<file path="src/sv/bsh_pkg.sv">
// Shared types, sizes and codes for the bucketed sample history block.
// Used by every module of the block; depends on nothing else.
package bsh_pkg;

    localparam int HIST_SLOTS = 32;
    localparam int SLOT_W     = $clog2(HIST_SLOTS);
    localparam int CNT_W      = $clog2(HIST_SLOTS + 1);
    localparam int RESULT_CAP = 32;
    localparam int TOT_W      = 32 + SLOT_W + 1;
    localparam int BSEC_W     = 17;
    localparam int SUM_W      = 48;
    localparam int SAMP_W     = 16;
    localparam int DIVC_W     = $clog2(SUM_W + 1);

    localparam logic [BSEC_W-1:0] BSEC_RESET = BSEC_W'(60);

    localparam logic [1:0] REQ_RECORD = 2'd0;
    localparam logic [1:0] REQ_QUERY  = 2'd1;
    localparam logic [1:0] REQ_DUMP   = 2'd2;
    localparam logic [1:0] REQ_CLEAR  = 2'd3;

    // Cell operations: hold, take the newer neighbor, take the older neighbor, clear.
    localparam logic [1:0] CELL_HOLD  = 2'd0;
    localparam logic [1:0] CELL_NEWER = 2'd1;
    localparam logic [1:0] CELL_OLDER = 2'd2;
    localparam logic [1:0] CELL_CLEAR = 2'd3;

    typedef struct packed {
        logic        [1:0]  req_type;
        logic        [31:0] now;
        logic signed [31:0] value;
        logic        [31:0] start_ago;
        logic        [31:0] end_ago;
        logic        [5:0]  dump_limit;
    } t_in_word;

    typedef struct packed {
        logic signed [31:0] stat_min;
        logic signed [31:0] stat_max;
        logic signed [31:0] stat_avg;
        logic signed [31:0] first_value;
        logic signed [31:0] last_value;
        logic        [5:0]  match_count;
        logic signed [31:0] dump_value;
        logic               dump_valid;
        logic               is_last;
    } t_out_word;

    typedef struct packed {
        logic              start;
        logic [SUM_W-1:0]  dividend;
        logic [SAMP_W-1:0] divisor;
    } t_div_req;

    typedef struct packed {
        logic             done;
        logic [SUM_W-1:0] quotient;
    } t_div_rsp;

endpackage

</file>
<file path="src/sv/bsh_cell.sv">
// One slot cell of the history chain: holds one bucket mean.
// Depends on bsh_pkg for the cell operation codes.
module bsh_cell
    import bsh_pkg::*;
(
    input  logic               i_clk,
    input  logic               i_rst_n,
    input  logic [1:0]         i_op,
    input  logic signed [31:0] i_from_newer,
    input  logic signed [31:0] i_from_older,
    output logic signed [31:0] o_value
);

    logic signed [31:0] r_value;
    logic signed [31:0] n_value;

    always_comb begin
        case (i_op)
            CELL_NEWER: n_value = i_from_newer;
            CELL_OLDER: n_value = i_from_older;
            CELL_CLEAR: n_value = '0;
            default:    n_value = r_value;
        endcase
    end

    always_ff @(posedge i_clk) begin
        if (!i_rst_n) begin
            r_value <= '0;
        end else begin
            r_value <= n_value;
        end
    end

    assign o_value = r_value;

endmodule

</file>
<file path="src/sv/bsh_div.sv">
// Unsigned restoring divider, one quotient bit per cycle.
// Depends on bsh_pkg for widths and the request/response structs.
module bsh_div
    import bsh_pkg::*;
(
    input  logic     i_clk,
    input  logic     i_rst_n,
    input  t_div_req i_req,
    output t_div_rsp o_rsp
);

    logic [DIVC_W-1:0] r_cnt, n_cnt;
    logic              r_busy, n_busy;
    logic              r_done, n_done;
    logic [SUM_W-1:0]  r_quo, n_quo;
    logic [SAMP_W-1:0] r_rem, n_rem;
    logic [SAMP_W-1:0] r_dvs, n_dvs;
    logic [SAMP_W:0]   w_shift;

    always_comb begin
        n_cnt   = r_cnt;
        n_busy  = r_busy;
        n_done  = 1'b0;
        n_quo   = r_quo;
        n_rem   = r_rem;
        n_dvs   = r_dvs;
        w_shift = {r_rem, r_quo[SUM_W-1]};
        if (i_req.start) begin
            n_busy = 1'b1;
            n_cnt  = '0;
            n_quo  = i_req.dividend;
            n_rem  = '0;
            n_dvs  = i_req.divisor;
        end else if (r_busy) begin
            if (w_shift >= {1'b0, r_dvs}) begin
                n_rem = SAMP_W'(w_shift - {1'b0, r_dvs});
                n_quo = {r_quo[SUM_W-2:0], 1'b1};
            end else begin
                n_rem = SAMP_W'(w_shift);
                n_quo = {r_quo[SUM_W-2:0], 1'b0};
            end
            n_cnt = r_cnt + 1'b1;
            if (r_cnt == DIVC_W'(SUM_W - 1)) begin
                n_busy = 1'b0;
                n_done = 1'b1;
            end
        end
    end

    always_ff @(posedge i_clk) begin
        if (!i_rst_n) begin
            r_cnt  <= '0;
            r_busy <= 1'b0;
            r_done <= 1'b0;
        end else begin
            r_cnt  <= n_cnt;
            r_busy <= n_busy;
            r_done <= n_done;
        end
        r_quo <= n_quo;
        r_rem <= n_rem;
        r_dvs <= n_dvs;
    end

    assign o_rsp.done     = r_done;
    assign o_rsp.quotient = r_quo;

endmodule

</file>
<file path="src/sv/bucketed_sample_history.sv">
// Channel | direction | handshake                 | word
// in      | input     | i_in_valid / o_in_stall   | t_in_word: request and sample
// out     | output    | o_out_valid / i_out_stall | t_out_word: statistics or dump value
// cfg     | input     | i_cfg_we                  | i_cfg_data: bucket length in seconds
//
// One request at a time. A record is taken in the idle state or, when it closes a bucket,
// waits while the 48-bit sum goes through the bit-serial divider. A clear is done in idle.
// A query rotates the 32-cell chain once, then divides when any slot matched.
// A dump rotates to its oldest slot, then emits its words. Reset is synchronous and
// clears every slot cell at once; stalls on the output just hold the sequencer.
module bucketed_sample_history
    import bsh_pkg::*;
(
    input  logic              i_clk,
    input  logic              i_rst_n,
    input  logic              i_in_valid,
    output logic              o_in_stall,
    input  t_in_word          i_in,
    output logic              o_out_valid,
    input  logic              i_out_stall,
    output t_out_word         o_out,
    input  logic              i_cfg_we,
    input  logic [BSEC_W-1:0] i_cfg_data
);

    localparam logic [3:0] S_IDLE    = 4'd0;
    localparam logic [3:0] S_REC_DIV = 4'd1;
    localparam logic [3:0] S_Q_WALK  = 4'd2;
    localparam logic [3:0] S_Q_START = 4'd3;
    localparam logic [3:0] S_Q_DIV   = 4'd4;
    localparam logic [3:0] S_Q_OUT   = 4'd5;
    localparam logic [3:0] S_D_SEEK  = 4'd6;
    localparam logic [3:0] S_D_EMIT  = 4'd7;
    localparam logic [3:0] S_D_NONE  = 4'd8;

    logic [3:0]               r_state, n_state;
    logic [BSEC_W-1:0]        r_bsec, n_bsec;
    logic [CNT_W-1:0]         r_filled, n_filled;
    logic [31:0]              r_nbe, n_nbe;
    logic [31:0]              r_bstart, n_bstart;
    logic signed [SUM_W-1:0]  r_psum, n_psum;
    logic [SAMP_W-1:0]        r_psamp, n_psamp;
    logic [SLOT_W-1:0]        r_step, n_step;
    logic [31:0]              r_age, n_age;
    logic [31:0]              r_start, n_start;
    logic [31:0]              r_end, n_end;
    logic [CNT_W-1:0]         r_cnt, n_cnt;
    logic signed [TOT_W-1:0]  r_total, n_total;
    logic signed [31:0]       r_min, n_min;
    logic signed [31:0]       r_max, n_max;
    logic signed [31:0]       r_first, n_first;
    logic signed [31:0]       r_last, n_last;
    logic signed [31:0]       r_avg, n_avg;
    logic                     r_neg, n_neg;
    logic [CNT_W-1:0]         r_dcount, n_dcount;
    logic                     r_out_valid, n_out_valid;
    t_out_word                r_out, n_out;

    logic [1:0]               w_cell_op;
    logic                     w_push;
    logic signed [31:0]       w_cell [HIST_SLOTS];
    logic signed [31:0]       w_cell0_in;
    logic signed [31:0]       w_head;
    logic                     w_free;
    logic [31:0]              w_bend;
    logic signed [SUM_W-1:0]  w_sample;
    logic signed [SUM_W-1:0]  w_total_ext;
    logic signed [31:0]       w_quo32;
    logic [7:0]               w_dc1, w_dcount;
    logic [SLOT_W-1:0]        w_dlast;
    t_div_req                 w_div_req;
    t_div_rsp                 w_div_rsp;

    // The chain: cell 0 holds the newest slot. Pushing and reverse rotation both take
    // the newer neighbor; cell 0 takes a new mean on a push and the last cell otherwise.
    assign w_cell0_in = w_push ? w_quo32 : w_cell[HIST_SLOTS-1];
    assign w_head     = w_cell[0];

    for (genvar g = 0; g < HIST_SLOTS; g++) begin : g_cell
        bsh_cell u_cell (
            .i_clk        (i_clk),
            .i_rst_n      (i_rst_n),
            .i_op         (w_cell_op),
            .i_from_newer ((g == 0) ? w_cell0_in
                                    : w_cell[(g + HIST_SLOTS - 1) % HIST_SLOTS]),
            .i_from_older (w_cell[(g + 1) % HIST_SLOTS]),
            .o_value      (w_cell[g])
        );
    end

    bsh_div u_div (
        .i_clk   (i_clk),
        .i_rst_n (i_rst_n),
        .i_req   (w_div_req),
        .o_rsp   (w_div_rsp)
    );

    assign w_free      = !r_out_valid || !i_out_stall;
    assign w_bend      = r_bstart + 32'(r_bsec);
    assign w_sample    = SUM_W'(i_in.value);
    assign w_total_ext = {{(SUM_W - TOT_W){r_total[TOT_W-1]}}, r_total};
    assign w_quo32     = r_neg ? -w_div_rsp.quotient[31:0] : w_div_rsp.quotient[31:0];
    assign w_dc1       = (8'(r_filled) < 8'(i_in.dump_limit)) ? 8'(r_filled)
                                                               : 8'(i_in.dump_limit);
    assign w_dcount    = (w_dc1 > 8'(RESULT_CAP)) ? 8'(RESULT_CAP) : w_dc1;
    assign w_dlast     = SLOT_W'(r_dcount - 1'b1);

    always_comb begin
        n_state     = r_state;
        n_bsec      = r_bsec;
        n_filled    = r_filled;
        n_nbe       = r_nbe;
        n_bstart    = r_bstart;
        n_psum      = r_psum;
        n_psamp     = r_psamp;
        n_step      = r_step;
        n_age       = r_age;
        n_start     = r_start;
        n_end       = r_end;
        n_cnt       = r_cnt;
        n_total     = r_total;
        n_min       = r_min;
        n_max       = r_max;
        n_first     = r_first;
        n_last      = r_last;
        n_avg       = r_avg;
        n_neg       = r_neg;
        n_dcount    = r_dcount;
        n_out_valid = r_out_valid;
        n_out       = r_out;
        w_cell_op   = CELL_HOLD;
        w_push      = 1'b0;
        w_div_req   = '0;

        if (i_cfg_we) begin
            n_bsec = i_cfg_data;
        end
        if (r_out_valid && !i_out_stall) begin
            n_out_valid = 1'b0;
        end

        unique case (r_state)
            S_IDLE: begin
                if (i_in_valid) begin
                    unique case (i_in.req_type)
                        REQ_RECORD: begin
                            if (r_psamp == '0) begin
                                n_bstart = i_in.now;
                                n_psum   = w_sample;
                                n_psamp  = SAMP_W'(1);
                            end else if (i_in.now < w_bend) begin
                                // A full bucket ignores further samples.
                                if (r_psamp != '1) begin
                                    n_psum  = r_psum + w_sample;
                                    n_psamp = r_psamp + 1'b1;
                                end
                            end else begin
                                n_nbe              = w_bend;
                                w_div_req.start    = 1'b1;
                                w_div_req.dividend = r_psum[SUM_W-1] ? SUM_W'(-r_psum)
                                                                     : SUM_W'(r_psum);
                                w_div_req.divisor  = r_psamp;
                                n_neg              = r_psum[SUM_W-1];
                                n_bstart           = i_in.now;
                                n_psum             = w_sample;
                                n_psamp            = SAMP_W'(1);
                                n_state            = S_REC_DIV;
                            end
                        end
                        REQ_QUERY: begin
                            n_age   = i_in.now - r_nbe;
                            n_start = i_in.start_ago;
                            n_end   = i_in.end_ago;
                            n_step  = '0;
                            n_cnt   = '0;
                            n_total = '0;
                            n_min   = '0;
                            n_max   = '0;
                            n_first = '0;
                            n_last  = '0;
                            n_state = S_Q_WALK;
                        end
                        REQ_DUMP: begin
                            n_dcount = CNT_W'(w_dcount);
                            n_step   = '0;
                            n_state  = (w_dcount == 8'd0) ? S_D_NONE : S_D_SEEK;
                        end
                        REQ_CLEAR: begin
                            w_cell_op = CELL_CLEAR;
                            n_filled  = '0;
                            n_nbe     = '0;
                            n_bstart  = '0;
                            n_psum    = '0;
                            n_psamp   = '0;
                        end
                        default: ;
                    endcase
                end
            end
            S_REC_DIV: begin
                if (w_div_rsp.done) begin
                    w_push    = 1'b1;
                    w_cell_op = CELL_NEWER;
                    if (r_filled != CNT_W'(HIST_SLOTS)) begin
                        n_filled = r_filled + 1'b1;
                    end
                    n_state = S_IDLE;
                end
            end
            S_Q_WALK: begin
                // Cell 0 shows the slot r_step places back from the newest.
                w_cell_op = CELL_OLDER;
                if ((CNT_W'(r_step) < r_filled) && (r_age >= r_end) && (r_age < r_start)) begin
                    n_cnt   = r_cnt + 1'b1;
                    n_total = r_total + TOT_W'(w_head);
                    if (r_cnt == '0) begin
                        n_min  = w_head;
                        n_max  = w_head;
                        n_last = w_head;
                    end else begin
                        if (w_head < r_min) n_min = w_head;
                        if (w_head > r_max) n_max = w_head;
                    end
                    n_first = w_head;
                end
                n_age  = r_age + 32'(r_bsec);
                n_step = r_step + 1'b1;
                if (r_step == SLOT_W'(HIST_SLOTS - 1)) begin
                    n_state = S_Q_START;
                end
            end
            S_Q_START: begin
                if (r_cnt == '0) begin
                    n_avg   = '0;
                    n_state = S_Q_OUT;
                end else begin
                    w_div_req.start    = 1'b1;
                    w_div_req.dividend = r_total[TOT_W-1] ? SUM_W'(-w_total_ext)
                                                          : SUM_W'(w_total_ext);
                    w_div_req.divisor  = SAMP_W'(r_cnt);
                    n_neg              = r_total[TOT_W-1];
                    n_state            = S_Q_DIV;
                end
            end
            S_Q_DIV: begin
                if (w_div_rsp.done) begin
                    n_avg   = w_quo32;
                    n_state = S_Q_OUT;
                end
            end
            S_Q_OUT: begin
                if (w_free) begin
                    n_out_valid       = 1'b1;
                    n_out             = '0;
                    n_out.stat_min    = r_min;
                    n_out.stat_max    = r_max;
                    n_out.stat_avg    = r_avg;
                    n_out.first_value = r_first;
                    n_out.last_value  = r_last;
                    n_out.match_count = 6'(r_cnt);
                    n_out.is_last     = 1'b1;
                    n_state           = S_IDLE;
                end
            end
            S_D_SEEK: begin
                // Rotate until cell 0 holds the oldest slot of the dump.
                if (r_step == w_dlast) begin
                    n_state = S_D_EMIT;
                end else begin
                    w_cell_op = CELL_OLDER;
                    n_step    = r_step + 1'b1;
                end
            end
            S_D_EMIT: begin
                if (w_free) begin
                    n_out_valid      = 1'b1;
                    n_out            = '0;
                    n_out.dump_value = w_head;
                    n_out.dump_valid = 1'b1;
                    if (r_step == '0) begin
                        n_out.is_last = 1'b1;
                        n_state       = S_IDLE;
                    end else begin
                        w_cell_op = CELL_NEWER;
                        n_step    = r_step - 1'b1;
                    end
                end
            end
            S_D_NONE: begin
                if (w_free) begin
                    n_out_valid   = 1'b1;
                    n_out         = '0;
                    n_out.is_last = 1'b1;
                    n_state       = S_IDLE;
                end
            end
            default: n_state = S_IDLE;
        endcase
    end

    always_ff @(posedge i_clk) begin
        if (!i_rst_n) begin
            r_state     <= S_IDLE;
            r_bsec      <= BSEC_RESET;
            r_filled    <= '0;
            r_nbe       <= '0;
            r_bstart    <= '0;
            r_psum      <= '0;
            r_psamp     <= '0;
            r_out_valid <= 1'b0;
        end else begin
            r_state     <= n_state;
            r_bsec      <= n_bsec;
            r_filled    <= n_filled;
            r_nbe       <= n_nbe;
            r_bstart    <= n_bstart;
            r_psum      <= n_psum;
            r_psamp     <= n_psamp;
            r_out_valid <= n_out_valid;
        end
        r_step   <= n_step;
        r_age    <= n_age;
        r_start  <= n_start;
        r_end    <= n_end;
        r_cnt    <= n_cnt;
        r_total  <= n_total;
        r_min    <= n_min;
        r_max    <= n_max;
        r_first  <= n_first;
        r_last   <= n_last;
        r_avg    <= n_avg;
        r_neg    <= n_neg;
        r_dcount <= n_dcount;
        r_out    <= n_out;
    end

    assign o_in_stall  = (r_state != S_IDLE);
    assign o_out_valid = r_out_valid;
    assign o_out       = r_out;

endmodule

</file>
<file path="config.mk">
export PLATFORM = sky130hd
export DESIGN_NAME = bucketed_sample_history
export DESIGN_NICKNAME = d
export VERILOG_FILES = /design/src/sv/bsh_pkg.sv /design/src/sv/bsh_cell.sv /design/src/sv/bsh_div.sv /design/src/sv/bucketed_sample_history.sv
export SDC_FILE = /design/constraint.sdc
export NUM_CORES = 2
export LEC_CHECK = 0
export ABC_CLOCK_PERIOD_IN_PS = 16800
export BUFFER_PORTS_ARGS = -buffer_cell sky130_fd_sc_hd__buf_2
export CORE_MARGIN = 4
export CORE_UTILIZATION = 45
export CTS_CLUSTER_DIAMETER = 150
export DETAILED_ROUTE_END_ITERATION = 8
export PLACE_DENSITY = 0.58
export SYNTH_ARGS = -nofsm -noshare
export SYNTH_HDL_FRONTEND = slang
export SYNTH_HIERARCHICAL = 1
export SYNTH_SLANG_ARGS = --single-unit
</file>
<file path="constraint.sdc">
create_clock -name i_clk -period 16.8 [get_ports i_clk]
set_clock_uncertainty 0.1 [all_clocks]
set_input_delay 1.68 -clock i_clk [delete_from_list [all_inputs] [get_ports i_clk]]
set_output_delay 1.68 -clock i_clk [all_outputs]
set_load 0.1 [all_outputs]
</file>
After elaboration in Yosys (flattened, before gate mapping)
Index checks and enable logic that the tools add are counted.
{"block": "op_classes", "n_mux": 143, "reduce_logical": 43, "eq_ne": 51, "magnitude_cmp": 9, "n_bitwise": 2, "add_sub_neg": 16}
{"op": "one-hot mux 32 bit (3 select lines)", "count": 32}
{"op": "two-way mux 32 bit", "count": 21}
{"op": "two-way mux 200 bit", "count": 3}
{"op": "one-hot mux 200 bit (3 select lines)", "count": 1}
{"op": "one-hot mux 32 bit (2 select lines)", "count": 8}
{"op": "two-way mux 48 bit", "count": 7}
{"op": "two-way mux 65 bit", "count": 5}
{"op": "one-hot mux 65 bit (2 select lines)", "count": 1}
{"op": "two-way mux 38 bit", "count": 3}
{"op": "less-than comparator 32 bit", "count": 3}
{"op": "one-hot mux 48 bit (2 select lines)", "count": 1}
{"op": "one-hot mux 38 bit (2 select lines)", "count": 1}
{"op": "adder 32 x 17 -> 32 bit", "count": 2}
{"op": "two-way mux 16 bit", "count": 4}
{"op": "two-way mux 6 bit", "count": 9}
{"op": "adder 48 x 32 -> 48 bit", "count": 1}
{"op": "negation 38 -> 48 bit", "count": 1}
{"op": "negation 48 bit", "count": 1}
{"op": "two-way mux 4 bit", "count": 11}
{"op": "adder 38 x 32 -> 38 bit", "count": 1}
{"op": "inequality test 2 bit (second input constant)", "count": 19}
{"op": ">= comparator 32 bit", "count": 1}
{"op": "greater-than comparator 32 bit", "count": 1}
{"op": "negation 32 bit", "count": 1}
{"op": "55 further kinds", "count": 126}
{"block": "totals", "out_inout_bits": 202, "reg_bits": 1779}

Logic depth before layout (Yosys ltp)
{"block": "logic_depth", "ltp_word": 9, "ltp_mapped": 28, "depth_no_buf": 26}

Modules after synthesis
Netlist, hierarchy kept.
{"module": "bsh_cell", "area_per_inst_um2": 1696.6, "cells_per_inst": 177, "n_inst": 32, "seq_area_each_um2": 640.6}
{"module": "bucketed_sample_history", "area_per_inst_um2": 39334.0, "cells_per_inst": 3911, "n_inst": 1, "seq_area_each_um2": 18467.7}
{"module": "bsh_div", "area_per_inst_um2": 4571.9, "cells_per_inst": 396, "n_inst": 1, "seq_area_each_um2": 2402.3}

Worst setup path before layout
Ideal clock, no wire load.
{"block": "synth_timing", "kind": "input-to-reg", "start": "input i_out_stall", "end": "register r_out, in the netlist o_out[0] (enable)", "required_time_ps": 15874, "setup_ps": 826, "path_buffers": 0, "stages": 1, "arrival_ps": 11059, "path_slack_ps": 4815, "cell_sequence": "a21oi_1"}
{"block": "synth_via", "elab_chain_cells": 4, "word_cells_on_any_way": 6}
{"item": "start: declaration", "line": "bucketed_sample_history.sv:20", "text": "input logic i_out_stall,"}
{"item": "logical NOT 1 bit *", "line": "bucketed_sample_history.sv:98", "text": "assign w_free = !r_out_valid || !i_out_stall;"}
{"item": "logical OR 1 bit *", "line": "bucketed_sample_history.sv:98"}
{"item": "inequality test 2 bit (no source line)"}
{"item": "AND reduction 4 bit (no source line) *"}
{"item": "end signal: assignment", "line": "bucketed_sample_history.sv:334", "text": "r_out <= n_out;"}
{"item": "end: declaration", "line": "bucketed_sample_history.sv:57", "text": "t_out_word r_out, n_out;"}
Mark *: on every way between the ends. The rest lies on a longest branch, timed or not.
A chain may end at the register's enable or synchronous reset.

==> results <==
- The run finished with clean final reports.
- The signal on the critical path passes through ha_1 -> a21o_1 -> a21oi_1 -> o21ai_0 -> a2111oi_0 -> o41ai_1 -> a2111oi_0 -> o31a_1 -> or2_2 -> nor3_1 -> xnor2_1 -> ha_1 -> and4_1 -> nand2_1 -> or3_1 -> o21ai_0 -> nand4_1 -> buf_4 -> nand2_2 -> buf_4 -> nor2_1 -> nand2_1 -> nor3_1 -> a221o_1.
- The final layout contains routed wiring with a total length of between 200 and 250 mm.
- From bottom edge to top edge, the die measures between 400 and 500 um.
- The worst flop-to-flop path startpoint is r_bsec[1].
- For this configuration, the core starts out at a cell density of 0.4522.
- In the global route stage, overall resource usage came out at 0.2052.
- The number of nets in the final layout is between 10000 and 15000.
- The area inside the core boundary is 217200 sq um.
- The latest clock arrival within the worst-skew pair is ~0.84 ns.
- The data arrival time of the critical path is around 8.3 ns.
- The worst setup path category is flip-flop to flip-flop.
- The detailed router finished its first iteration with around 5400 violations.
- The clock-pin slew on the worst setup and hold paths is approximately 0.06 ns.
- The worst hold endpoint is r_bstart[13].
- For the finished layout, the period the worst path requires is 7.722 ns.
- The number of cells on the worst hold path is 2.
- Of the available clock period, the critical path in the final layout requires 0.4597.
- In the final routed layout, each cell accounts on average for about 19 um.
- The number of hold buffers added after CTS is 0.
- Headroom to the max-slew limit came out at 0.1670.
- In this run the register-to-register setup slack is between 9 and 10 ns.
- Of all flip-flops after synthesis, the portion carrying an async set or reset was 0.
- For the worst flop-to-flop path, the logic depth is 24.
- The initial antenna violation count is 40.
- The die covers between 200000 and 250000 sq um.
- The highest layer touched by signal routing is met5.
- The post-CTS repair timing setup buffer count is 0.
- The sequential element share of the synthesized area is 0.4213.
- At the placement stage, the worst setup path has a slack of a little over 9 ns.
- The detail route stage leaves a number of antenna-violating nets equal to 0.
- The critical path endpoint category is a flip-flop.
- The number of warning messages in the yosys log is 6.
- The CTS root buffer is clkbuf_16.
- For this design, the slowest cell found on the critical path is a2111oi_0.
- The TritonCTS clock tree is done.
- Port buffering added between 300 and 400 buffers.
- Gates resized during post-CTS repair numbered 0.
- The detailed router placed 71230 vias in this run.
- In this run the critical register-to-register path is captured at u_div/r_rem[4].
- The data required time at the worst endpoint is 17.41 ns.
- Setup repair after global routing left no endpoint under its margin.
- The remaining global-route overflow is 0.
- The number of global-route vias before repair is 66960.
- The first detailed-routing pass ran for 8 iterations.
- The routed design uses 108.4 mm of met2 wire.
- The congestion estimate from routability-driven global placement came to 0.9068.
- Power spread over the standard cell area amounts to roughly 100 nW/um^2.
- The number of enable-type register cells in the synthesized netlist is about 580.
- The final setup TNS is 0 ns.
- The floorplan has roughly 170 rows.
- The area overhead of the layout relative to synthesis is 8.234%.
- The HPWL after detailed placement is 158.8 mm.
- Timing would allow up to between 100 and 150 MHz.
- In this run the worst path has a maximum fanout of slightly below 80.
- The synthesized design contains approximately 1800 register bits.
- The reported leakage power is roughly 39 nW.
- The source of the worst hold timing path is r_bstart[13].
- The first global-routing pass estimated roughly 380 mm of wire.
- The post-detailed-route DRC marker count is 0.
- After routing the design area is roughly 110000 sq um.
- The chip width is 475.1 um.
- STA classifies the critical path startpoint as a flip-flop.
- The detailed router put a total of about 110 mm of wire on met1.
- The length of routed met3 wiring is 11.70 mm.
- Among all flip-flop cells after synthesis, the most frequent one is dfxtp_1.
- CTS built an H-tree with a depth of 4.
- The fill cell instance count of the final layout is 20090.
- Entering global routing, the biggest net connects 300 pins.
- After synthesis, the mean cell area works out to just under 10 sq um.
- The final worst-path setup slack is roughly 9 ns.
- The count of endpoints failing hold in the final timing report came to 0.
- The maximum root-to-sink buffer count is 3.
- The clock net in this run drives a total of 1779 sinks.
- Synthesis handed over a netlist of between 9000 and 10000 instances.
- 360 I/O pins were placed.
- The post-synthesis cell type count is 88.
- The max-slew violation count came to 0.
- The share of cells above drive strength 1 is 0.08505.
- On the worst path, the slowest cell contributes a delay of 0.87 ns.
- The setup-violating endpoint count in the final report is 0.
- Across the run, the number of max-cap violations was 0.
- The total placed instance area is roughly 100000 sq um.
- The number of buffers inserted during clock tree synthesis is 200.
- The combined area of all synthesized cells is about 98000 sq um.
- For the pin with the worst max-slew slack, the measured transition is between 1 and 1.5 ns.
- The number of nets produced by synthesis is 10490.
- In this run the worst hold path is classified as flip-flop to flip-flop.
- IR analysis of the VDD net gives a maximum drop of between 0.1 and 0.15 mV.
- Using the TritonRoute via totals, the vias-per-cell ratio works out to 5.503.
==> sequential cells by signal, indices dropped and copies added (netlist names), 17 cells and up <==
name                   count
o_out                    200
r_nbe                     32
r_psum                    48
r_min                     32
r_total                   38
r_start                   32
g_cell.u_cell/o_value   1024
r_max                     32
r_age                     32
r_last                    32
r_avg                     32
r_bsec                    17
r_end                     32
u_div/r_quo               48
r_bstart                  32
r_first                   32
==> metrics by stage <==
| step | total power [mW] | util | instances | hold WS [ns] |
|---|---|---|---|---|
| floorplan | 6.243 | - | 9971 | 0.3250 |
| global placement | 6.460 | 0.4584 | 12560 | 0.3379 |
| detailed placement | 6.477 | 0.4584 | 12560 | 0.3491 |
| CTS | 10.95 | 0.4893 | 12930 | 0.3598 |
| global route | 11.28 | 0.4893 | 12940 | 0.3759 |
| finish | 10.81 | 0.4894 | 12950 | 0.3550 |
==> worst max-delay path by stage <==
stage,from,to,cells after the start
after detailed placement,r_bsec[1],u_div/r_rem[4],24
final,r_bsec[1],u_div/r_rem[4],24
after global placement,r_bsec[1],u_div/r_rem[4],24
after floorplan,i_out_stall,o_out[0],1
after CTS,r_bsec[1],u_div/r_rem[4],24
after global routing,r_bsec[0],u_div/r_rem[4],26
==> critical path: cells and delay by family, from the launching register on <==
family,cells,cell delay (ns)
AO/OA/AOI/OAI,9,3.47
XOR/XNOR,1,0.16
adder cells (fa/ha/maj),2,0.60
buffers and inverters,2,1.10
flip-flops,1,0.34
AND/OR/NAND/NOR,10,1.76
==> cell usage in the layout, fill, tap and decap left out, types with 45 or more instances in the layout <==
| cell type | Yosys | layout |
|---|---|---|
| a21oi_1 | 310 | 308 |
| o21ai_0 | 357 | 357 |
| o21ai_1 | 903 | 903 |
| and3_1 | 48 | 48 |
| nand4_1 | 54 | 54 |
| nor2_1 | 350 | 345 |
| nand2b_1 | 59 | 59 |
| nand2_1 | 270 | 268 |
| inv_1 | 266 | 263 |
| o31ai_1 | 46 | 45 |
| and2_1 | 1167 | 1167 |
| ha_1 | 349 | 349 |
| xnor2_1 | 107 | 107 |
| mux2_2 | 54 | 54 |
| nand3_1 | 68 | 67 |
| clkbuf_1 | 244 | 59 |
| o22ai_1 | 45 | 45 |
| a21o_1 | 153 | 153 |
| xor2_1 | 184 | 184 |
| nand3b_1 | 1062 | 1062 |
| buf_4 | 36 | 76 |
| edfxtp_1 | 575 | 575 |
| mux2i_1 | 1057 | 1057 |
| buf_2 | 293 | 358 |
| nor3_1 | 130 | 127 |
| dfxtp_1 | 1204 | 1204 |
| clkbuf_16 | 0 | 201 |
==> cell type report <==
| cell class | count | area (sq um) | area share |
|---|---|---|---|
| multi-input cells | 7210 | 50960 | 0.4795 |
| diodes | 14 | 35.03 | 0.0003296 |
| inverters | 268 | 1008 | 0.009488 |
| repair buffers | 448 | 2638 | 0.02482 |
| flip-flops and latches | 1779 | 41370 | 0.3892 |
| clock buffers | 291 | 5678 | 0.05342 |
| well taps | 2854 | 3571 | 0.03360 |
| clock inverters | 81 | 1026 | 0.009653 |
==> cell usage after synthesis (28+ instances only) <==
cell      instances  area, sq um
o21bai_1         28        210.2
and3_1           48        300.3
mux2i_1        1057        10580
o21ai_0         357         1787
buf_12           96         1922
nand2_1         270         1013
mux2_2           54        608.1
a21oi_1         310         1551
nor2b_1          39        244.0
inv_1           266        998.5
o21a_1           34        255.2
buf_2           293         1466
edfxtp_1        575        17270
nor3_1          130        650.6
o31ai_1          46        345.3
nand3_1          68        340.3
xor2_1          184         1612
clkbuf_1        244        915.9
nand2b_1         59        369.1
or3_1            29        181.4
xnor2_1         107        937.2
nand4_1          54        337.8
o22ai_1          45        281.5
nor2_1          350         1314
a21o_1          153         1149
and2_1         1167         7301
buf_6            34        382.9
nand3b_1       1062         7973
ha_1            349         4367
buf_4            36        270.3
o21ai_1         903         4519
dfxtp_1        1204        24100
==> cells by family (layout without fill, tap and decap cells) <==
kind of cell	Yosys count	count (layout)	share of synthesized area
xor gates and xnor gates	291	291	0.02595
buffers and inverters	982	1088	0.06116
and+or+nand+nor	3366	3366	0.2109
adders and majority gates	356	356	0.04590
muxes	1111	1111	0.1139
DFF	1779	1779	0.4213
AOI/OAI and AO/OA	2086	2086	0.1209
other	0	14	0
==> power by group <==
group | leakage [nW] | internal [mW] | total (mW) | switching, mW
Combinational | 20.6 | 0.607 | 1.71 | 1.11
Clock | 3.26 | 2.58 | 4.42 | 1.83
Sequential | 15.1 | 4.57 | 4.68 | 0.104
==> per-layer routing <==
| layer | vias up | global-route usage |
|---|---|---|
| met3 | 374 | 0.03210 |
| li1 | 35450 | - |
| met2 | 1369 | 0.3318 |
| met1 | 34020 | 0.2841 |
| met5 | - | 0 |
| met4 | 24 | 0.05902 |
(Power assumes the default switching activity.)
